### src/hw/rtl/frc_pkg.sv
`default_nettype none

package frc_pkg;

  // Defaults for the top-level parameters
  localparam int unsigned FragBytesDefault   = 4096;
  localparam int unsigned HeaderBytesDefault = 48;
  localparam int unsigned QueueDepthDefault  = 2;

  // Fixed field widths
  localparam int unsigned ByteLenW = 13;
  localparam int unsigned SeqW     = 64;
  localparam int unsigned LenW     = 32;
  localparam int unsigned PortW    = 16;
  localparam int unsigned FlagW    = 8;
  localparam int unsigned CreditW  = 8;
  localparam int unsigned OutcomeW = 4;
  localparam int unsigned CfgAddrW = 3;
  localparam int unsigned CfgDataW = 32;

  // Register reset values
  localparam logic [FlagW-1:0] CongFlagReset = 8'd8;
  localparam logic [FlagW-1:0] AckMaskReset  = 8'd2;

  // Register indexes (paddr[2])
  localparam logic RegCongFlag = 1'b0;
  localparam logic RegAckMask  = 1'b1;

  typedef enum logic [OutcomeW-1:0] {
    OC_INACTIVE = 4'd0,
    OC_ERROR    = 4'd1,
    OC_SHORT    = 4'd2,
    OC_BADSUM   = 4'd3,
    OC_ACKONLY  = 4'd4,
    OC_FRAG     = 4'd5,
    OC_DONE     = 4'd6,
    OC_CONGMAP  = 4'd7,
    OC_MISMATCH = 4'd8
  } outcome_e;

  // Class the front end assigns to a request
  typedef enum logic [2:0] {
    CLS_INACTIVE,
    CLS_ERROR,
    CLS_SHORT,
    CLS_BADSUM,
    CLS_ACKONLY,
    CLS_DATA
  } class_e;

  typedef struct packed {
    class_e              cls;
    logic [SeqW-1:0]     sequence_no;
    logic [LenW-1:0]     length;
    logic [PortW-1:0]    src_port;
    logic [PortW-1:0]    dst_port;
    logic [FlagW-1:0]    flags;
    logic [SeqW-1:0]     ack_seq;
    logic [CreditW-1:0]  credit;
  } entry_t;

  typedef struct packed {
    outcome_e            outcome;
    logic                drop_connection;
    logic                peer_ack_valid;
    logic [SeqW-1:0]     peer_ack;
    logic [CreditW-1:0]  credit_add;
    logic                next_ack_valid;
    logic [SeqW-1:0]     next_ack;
    logic                ack_urgent;
  } result_t;

endpackage

`default_nettype wire

### src/hw/rtl/frc_back.sv
`default_nettype none

module frc_back #(
  parameter int unsigned FRAG_BYTES = frc_pkg::FragBytesDefault
) (
  input  wire logic                        clk_i,
  input  wire logic                        rst_ni,
  input  wire logic [frc_pkg::FlagW-1:0]   cong_flag_i,
  input  wire logic [frc_pkg::FlagW-1:0]   ack_mask_i,
  input  wire logic                        head_valid_i,
  input  wire frc_pkg::entry_t             head_entry_i,
  output logic                             pop_o,
  output logic                             out_valid_o,
  output frc_pkg::result_t                 result_o,
  input  wire logic                        out_stall_i
);

  localparam logic [frc_pkg::LenW-1:0] FragLen = frc_pkg::LenW'(FRAG_BYTES);

  logic                          assembling_q, assembling_d;
  logic [frc_pkg::LenW-1:0]      remaining_q, remaining_d;
  logic [frc_pkg::SeqW-1:0]      held_seq_q, held_seq_d;
  logic [frc_pkg::LenW-1:0]      held_len_q, held_len_d;
  logic [frc_pkg::PortW-1:0]     held_src_q, held_src_d;
  logic [frc_pkg::PortW-1:0]     held_dst_q, held_dst_d;
  logic [frc_pkg::FlagW-1:0]     held_flags_q, held_flags_d;
  logic                          out_valid_q;
  frc_pkg::result_t              result_q, result_d;
  logic                          mismatch;

  // Take the next request whenever the output register is free or drains now
  assign pop_o       = head_valid_i && (!out_valid_q || !out_stall_i);
  assign out_valid_o = out_valid_q;
  assign result_o    = result_q;

  assign mismatch = held_seq_q != head_entry_i.sequence_no ||
                    held_len_q != head_entry_i.length ||
                    held_src_q != head_entry_i.src_port ||
                    held_dst_q != head_entry_i.dst_port;

  always_comb begin
    assembling_d = assembling_q;
    remaining_d  = remaining_q;
    held_seq_d   = held_seq_q;
    held_len_d   = held_len_q;
    held_src_d   = held_src_q;
    held_dst_d   = held_dst_q;
    held_flags_d = held_flags_q;
    result_d     = '0;
    result_d.outcome = frc_pkg::OC_INACTIVE;
    case (head_entry_i.cls)
      frc_pkg::CLS_INACTIVE: begin
        result_d.outcome = frc_pkg::OC_INACTIVE;
      end
      frc_pkg::CLS_ERROR, frc_pkg::CLS_SHORT, frc_pkg::CLS_BADSUM: begin
        result_d.outcome = (head_entry_i.cls == frc_pkg::CLS_ERROR) ? frc_pkg::OC_ERROR :
                           (head_entry_i.cls == frc_pkg::CLS_SHORT) ? frc_pkg::OC_SHORT :
                                                                       frc_pkg::OC_BADSUM;
        result_d.drop_connection = 1'b1;
        assembling_d = 1'b0;
        remaining_d  = '0;
      end
      frc_pkg::CLS_ACKONLY: begin
        result_d.outcome        = frc_pkg::OC_ACKONLY;
        result_d.peer_ack_valid = 1'b1;
        result_d.peer_ack       = head_entry_i.ack_seq;
        result_d.credit_add     = head_entry_i.credit;
      end
      frc_pkg::CLS_DATA: begin
        result_d.peer_ack_valid = 1'b1;
        result_d.peer_ack       = head_entry_i.ack_seq;
        result_d.credit_add     = head_entry_i.credit;
        if (assembling_q && mismatch) begin
          result_d.outcome         = frc_pkg::OC_MISMATCH;
          result_d.drop_connection = 1'b1;
          assembling_d = 1'b0;
          remaining_d  = '0;
        end else begin
          // Latch the header on a first fragment
          if (!assembling_q) begin
            held_seq_d   = head_entry_i.sequence_no;
            held_len_d   = head_entry_i.length;
            held_src_d   = head_entry_i.src_port;
            held_dst_d   = head_entry_i.dst_port;
            held_flags_d = head_entry_i.flags;
            remaining_d  = head_entry_i.length;
          end
          if (remaining_d > FragLen) begin
            remaining_d      = remaining_d - FragLen;
            assembling_d     = 1'b1;
            result_d.outcome = frc_pkg::OC_FRAG;
          end else begin
            remaining_d  = '0;
            assembling_d = 1'b0;
            if (held_flags_d == cong_flag_i) begin
              result_d.outcome = frc_pkg::OC_CONGMAP;
            end else begin
              result_d.outcome        = frc_pkg::OC_DONE;
              result_d.next_ack_valid = 1'b1;
              result_d.next_ack       = held_seq_d;
            end
            result_d.ack_urgent = (held_flags_d & ack_mask_i) != '0;
          end
        end
      end
      default: begin
        result_d.outcome = frc_pkg::OC_INACTIVE;
      end
    endcase
  end

  always_ff @(posedge clk_i or negedge rst_ni) begin
    if (!rst_ni) begin
      assembling_q <= 1'b0;
      remaining_q  <= '0;
      out_valid_q  <= 1'b0;
    end else begin
      if (pop_o) begin
        assembling_q <= assembling_d;
        remaining_q  <= remaining_d;
        out_valid_q  <= 1'b1;
      end else if (!out_stall_i) begin
        out_valid_q  <= 1'b0;
      end
    end
  end

  always_ff @(posedge clk_i) begin
    if (pop_o) begin
      held_seq_q   <= held_seq_d;
      held_len_q   <= held_len_d;
      held_src_q   <= held_src_d;
      held_dst_q   <= held_dst_d;
      held_flags_q <= held_flags_d;
      result_q     <= result_d;
    end
  end

endmodule

`default_nettype wire

### config.mk
export PLATFORM = sky130hd
export DESIGN_NAME = frc_back
export DESIGN_NICKNAME = d
export VERILOG_FILES = /design/src/hw/rtl/frc_pkg.sv /design/src/hw/rtl/frc_back.sv
export SDC_FILE = /design/constraint.sdc
export NUM_CORES = 1
export LEC_CHECK = 0
export BUFFER_PORTS_ARGS = -buffer_cell sky130_fd_sc_hd__clkbuf_2
export CAP_MARGIN = 5
export CORE_UTILIZATION = 50
export DETAILED_ROUTE_END_ITERATION = 8
export GPL_TIMING_DRIVEN = 1
export PLACE_DENSITY = 0.77
export SLEW_MARGIN = 10
export SYNTH_ARGS = -nofsm -noshare
export SYNTH_HDL_FRONTEND = slang
export SYNTH_SLANG_ARGS = --single-unit
### constraint.sdc
create_clock -name clk_i -period 13.1 [get_ports clk_i]
set_input_delay 2.62 -clock clk_i [delete_from_list [all_inputs] [get_ports clk_i]]
set_output_delay 2.62 -clock clk_i [all_outputs]
set_load 0.02 [all_outputs]
* Word-level counts from Yosys, hierarchy flattened
Cells that the tools add are included. W data, S select, Z words.
Storage, ports and cells: input port bits 231, output and inout bits 146, bits in registers 314
Operators by class: $lt $le $gt $ge 1, muxes and demuxes 25, equality and inequality tests 11, add/sub/neg operators 1, reduce and logical (&&, ||, !) cells 17, bitwise operators 4
Operator list (count):
- $mux W32 | 5
- $mux W73 | 1
- $mux W65 | 1
- $mux W64 | 1
- $ne A64 B64 Y1 | 1
- $pmux W32 S2 | 1
- $gt A32 B13 Y1 const B | 1
- $ne A16 B16 Y1 | 2
- $ne A32 B32 Y1 | 1
- $sub A32 B13 Y32 const B | 1
- $mux W8 | 3
- $pmux W4 S3 | 1
- $and A8 B8 Y8 | 1
- $eq A8 B8 Y1 | 1
- $mux W4 | 2
- $reduce_bool A8 Y1 | 1
- $mux W1 | 7
- $eq A3 B2 Y1 const B | 2
- $eq A3 B3 Y1 const B | 2
- $reduce_or A3 Y1 | 2
- $logic_or A1 B1 Y1 | 4
- $pmux W1 S2 | 2
- $reduce_and A4 Y1 | 1
- $reduce_or A4 Y1 | 1
- 10 further kinds | 14

* Logic depth before layout (Yosys ltp)
word-level depth 12, depth in mapped cells 14, depth with buffers taken out 9

* Worst setup path after synthesis
OpenSTA, ideal clock, no wires.
kind input-to-reg, start input head_entry_i[114] in the netlist's numbering, end register held_flags_q[0] in the netlist's numbering (enable), path buffers 2, path slack 3608 ps, arrival 8902 ps, data required time 12509 ps, cell stages on the path 8, path through xor2_1 > nor4_1 > nand4_1 > nor4_2 > a21boi_1 > buf_4 > buf_2 > nor3_1
Between the ends: word-level cells in the longest chain between the ends 7
Ends and longest elaborated chain:
- start: declaration | RTL line frc_back.sv:11 | input wire frc_pkg::entry_t head_entry_i,
- $ne A32 B32 Y1 | RTL line frc_back.sv:37 | held_len_q != head_entry_i.length ||
- $logic_or A1 B1 Y1 | RTL line frc_back.sv:36 | assign mismatch = held_seq_q != head_entry_i.sequence_no ||
- $logic_or A1 B1 Y1 | RTL line frc_back.sv:37
- $logic_or A1 B1 Y1 | RTL line frc_back.sv:38 | held_src_q != head_entry_i.src_port ||
- $logic_and A1 B1 Y1 | RTL line frc_back.sv:73 | if (assembling_q && mismatch) begin
- $not A1 Y1 (no line)
- $reduce_and A3 Y1 (no line)
- end signal: assignment | RTL line frc_back.sv:134 | held_flags_q <= held_flags_d;
- end: declaration | RTL line frc_back.sv:26 | logic [frc_pkg::FlagW-1:0] held_flags_q, held_flags_d;
Every way passes these cells. A chain may end at the register's enable or synchronous reset.

* Worst setup path after layout
start input head_entry_i[117] in the netlist's numbering, end register held_seq_q[2] in the netlist's numbering (enable)
Between the ends: word-level cells in the longest chain between the ends 7
Ends and longest elaborated chain:
- $ne A32 B32 Y1 | RTL line frc_back.sv:37
- $logic_or A1 B1 Y1 | RTL line frc_back.sv:36
- $logic_or A1 B1 Y1 | RTL line frc_back.sv:37
- $logic_or A1 B1 Y1 | RTL line frc_back.sv:38
- $logic_and A1 B1 Y1 | RTL line frc_back.sv:73
- $not A1 Y1 (no line)
- $reduce_and A3 Y1 (no line)
- end signal: assignment | RTL line frc_back.sv:130 | held_seq_q <= held_seq_d;
- end: declaration | RTL line frc_back.sv:22 | logic [frc_pkg::SeqW-1:0] held_seq_q, held_seq_d;
Every way passes these cells.

==> results.json <==
{
  "worstPathRequired_ns": 13.24,
  "ys_ff_latch": 314,
  "final_cell_count_no_fill": 1777,
  "comb_power_share_pct": 11.5,
  "wire_per_inst_um": 21.9,
  "cts_buffers": 35,
  "grt_max_degree": 78,
  "drt_first_pass_iters": 5,
  "dp_hpwl_mm": 27.6,
  "synthFlopType": "edfxtp_1",
  "placedCellCount": 1713,
  "rsz0062_at_grt": "false",
  "crit_path_end_kind": "flop",
  "io_pins": 377,
  "die_height_um": 174,
  "grt_pass1_wl_mm": 58.5,
  "fin_nets": 1599,
  "ant_nets": 0,
  "power_density_nw_per_um2": 131,
  "final_layout_size_suffix_gt1_share_pct": 41.4,
  "die_x_um": 174,
  "synth_top_area_share_pct": 56.9,
  "dieArea_um2": 30200,
  "core.rowCount": 62,
  "clock_latency_ns": 0.52,
  "critical_path.max_stage_delay_ns": 0.92,
  "drt-initial-drc-count": 894,
  "path_cells": "clkbuf_2, xor2_1, nor4_1, nand4_1, nor4_2, a21boi_4, nor3_2, buf_4",
  "post_cts_buffers": 0,
  "cp.depth": 8,
  "p_switching_mw": 0.577,
  "cp.buffers_inverters": 2,
  "met2_length_mm": 19.2,
  "p_sw_share_pct": 24.4,
  "hold_class": "flop to flop",
  "vias_per_cell": 5.61,
  "critPathSlowestCell": "nor4_1",
  "startpoint_type": "input port",
  "path_clk_slew_ns": 0.06,
  "utilization_pct": 62.5,
  "r2r-start": "held_seq_q[5]",
  "pwr-share-clk_pct": 39.6,
  "syn-num-nets": 1230,
  "overflow": 0,
  "seq_area_frac_synth_pct": 62.7,
  "grt_pass1_vias": 9933,
  "syn_area_um2": 14800,
  "crit_path_start": "head_entry_i[117]",
  "cts_tree": "built",
  "core_area_um2": 28900,
  "tns_ns": 0,
  "report.final.hold_viol_count": 0,
  "initial_utilization_pct": 51.2,
  "path_max_fanout": 63,
  "worstMarginPinSlew_ns": 1.11,
  "maxCapViolCount": 0,
  "htree_levels": 2,
  "leakagePower_nw": 6.89,
  "postCtsResizedCells": 0,
  "wl_met3_mm": 2.94,
  "synth_cell_type_count": 53,
  "yosysTopAreaCell": "edfxtp_1",
  "top_layer_used": "met4",
  "finalSetupViolCount": 0,
  "met1_length_mm": 15.3,
  "synth_area_leaders": "edfxtp_1 57%, xor2_1 8.9%, dfrtp_1 5.8%",
  "fin_skew_ns": 0.0246,
  "syn_inst": 997,
  "critPathKind": "input port to flop",
  "rr_endpoint": "held_seq_q[2]",
  "port-buffer-count": 376,
  "postCtsHoldBufs": 0,
  "vdd_drop_max_v": 0.0000912,
  "intPower_mw": 1.79,
  "worst_slack_ns": 6.36,
  "routabilityCongestion": 0.877,
  "wirelength_mm": 38.9,
  "pre_cts_ws_ns": 5.84,
  "clock_path_buffers": 3,
  "dr_total_vias": 9974,
  "synth_common_cells": "280 x edfxtp_1, 151 x xor2_1, 75 x and2_1, 75 x mux2_2, 50 x nor4b_2",
  "yosys_warnings": 0,
  "numClockSinks": 314,
  "fmax_mhz": 148,
  "critPathTopFamily": "simple AND/OR/NAND/NOR gates",
  "slew_headroom_pct": 25.9,
  "grt_usage_pct": 25.7,
  "status": "finished clean",
  "min_period_ns": 6.74,
  "place_area_um2": 16900,
  "fin_crit_sh_pct": 51.5,
  "arrival_ns": 6.88,
  "timing.reg2reg.setup_slack_ns": 8.19,
  "synth_edf_count": 280,
  "area_growth_pct": 22.0,
  "power_frac_seq_pct": 48.9,
  "cts_root_buffer": "clkbuf_16",
  "slew_viol_final": 0,
  "endpoint": "held_seq_q[2]",
  "synth_most_common_cell": "edfxtp_1",
  "synth_async_sr_flop_share_pct": 10.8,
  "fin_area_um2": 18000,
  "synth_area_per_cell_um2": 14.8,
  "antenna_found_initial": 2,
  "drc_errors": 0,
  "r2r_cells": 7
}
-- state kept, by name (all words and copies together) (netlist names) --
signal	cells
result_o	144
held_seq_q	64
held_len_q	32
remaining_q	32
held_dst_q	16
held_src_q	16
held_flags_q	8
assembling_q	1
out_valid_o	1
-- cells in the final DEF, fill, tap and decap left out, drive strengths merged, types with 18 or more instances in the layout --
cell type  netlist  routed
clkbuf          24     425
edfxtp         280     280
xor2           151     151
mux2            75      75
and2            75      75
nor4b           70      70
nor4            51      51
dfrtp           34      34
nand2           26      26
o31ai           19      19
nor2            19      19
o21ai           18      18
-- worst min path at each step --
stage                    startpoint              end  slack [ns]  cells past startpoint
floorplan           remaining_q[31]  remaining_q[31]        0.44                      2
global placement    remaining_q[31]  remaining_q[31]        0.45                      2
detailed placement  remaining_q[31]  remaining_q[31]        0.47                      2
CTS                 remaining_q[31]  remaining_q[31]        0.48                      2
global route        remaining_q[31]  remaining_q[31]        0.51                      2
finish              remaining_q[31]  remaining_q[31]        0.48                      2
-- worst register-to-register path: cells and delay by family, from the launching register on --
kind | cells | cell delay, ns
AND/OR/NAND/NOR | 4 | 2.70
XOR/XNOR | 1 | 0.18
AO/OA/AOI/OAI | 1 | 0.36
buffers and inverters | 1 | 0.82
flip-flops | 1 | 0.40
-- through the flow --
step,power (mW),hold WS [ns]
after floorplan,1.34,0.443
after global placement,1.44,0.454
after detailed placement,1.45,0.469
after CTS,2.38,0.482
after global routing,2.44,0.506
final,2.37,0.483
-- cell families after synthesis --
logic type                 Yosys count  synth area share [%]
AOI/OAI and AO/OA                   78                  3.62
and+or+nand+nor                    287                  15.0
xor gates and xnor gates           154                  9.13
adders and majority gates            2                 0.169
buffers and inverters               71                  2.65
muxes                               91                  6.80
DFF                                314                  62.7
-- power by group through the flow --
stage                     logic [mW]  registers [mW]  clock network (mW)
after global routing           0.293            1.16               0.986
after CTS                      0.274            1.16               0.954
after floorplan                0.141            1.20                   0
after detailed placement       0.273            1.18                   0
after global placement         0.268            1.17                   0
final                          0.273            1.16               0.937
-- layer usage --
layer  vias to the layer above  global-route usage (%)
met5                         -                       0
met4                         0                    11.4
met3                        71                    5.10
met2                       491                    42.8
met1                      4883                    32.5
li1                       4529                       -
-- layout make-up --
cell class | count | area [um^2]
antenna | 2 | 5.00
timing repair buffer | 387 | 1960
inverter | 16 | 65.1
multi-input combinational | 612 | 5160
fill | 2236 | 10800
clock buffer | 49 | 990
sequential | 314 | 9260
tap | 384 | 480
clock inverter | 13 | 98.8
No activity file was read; power rests on OpenSTA's default activity.
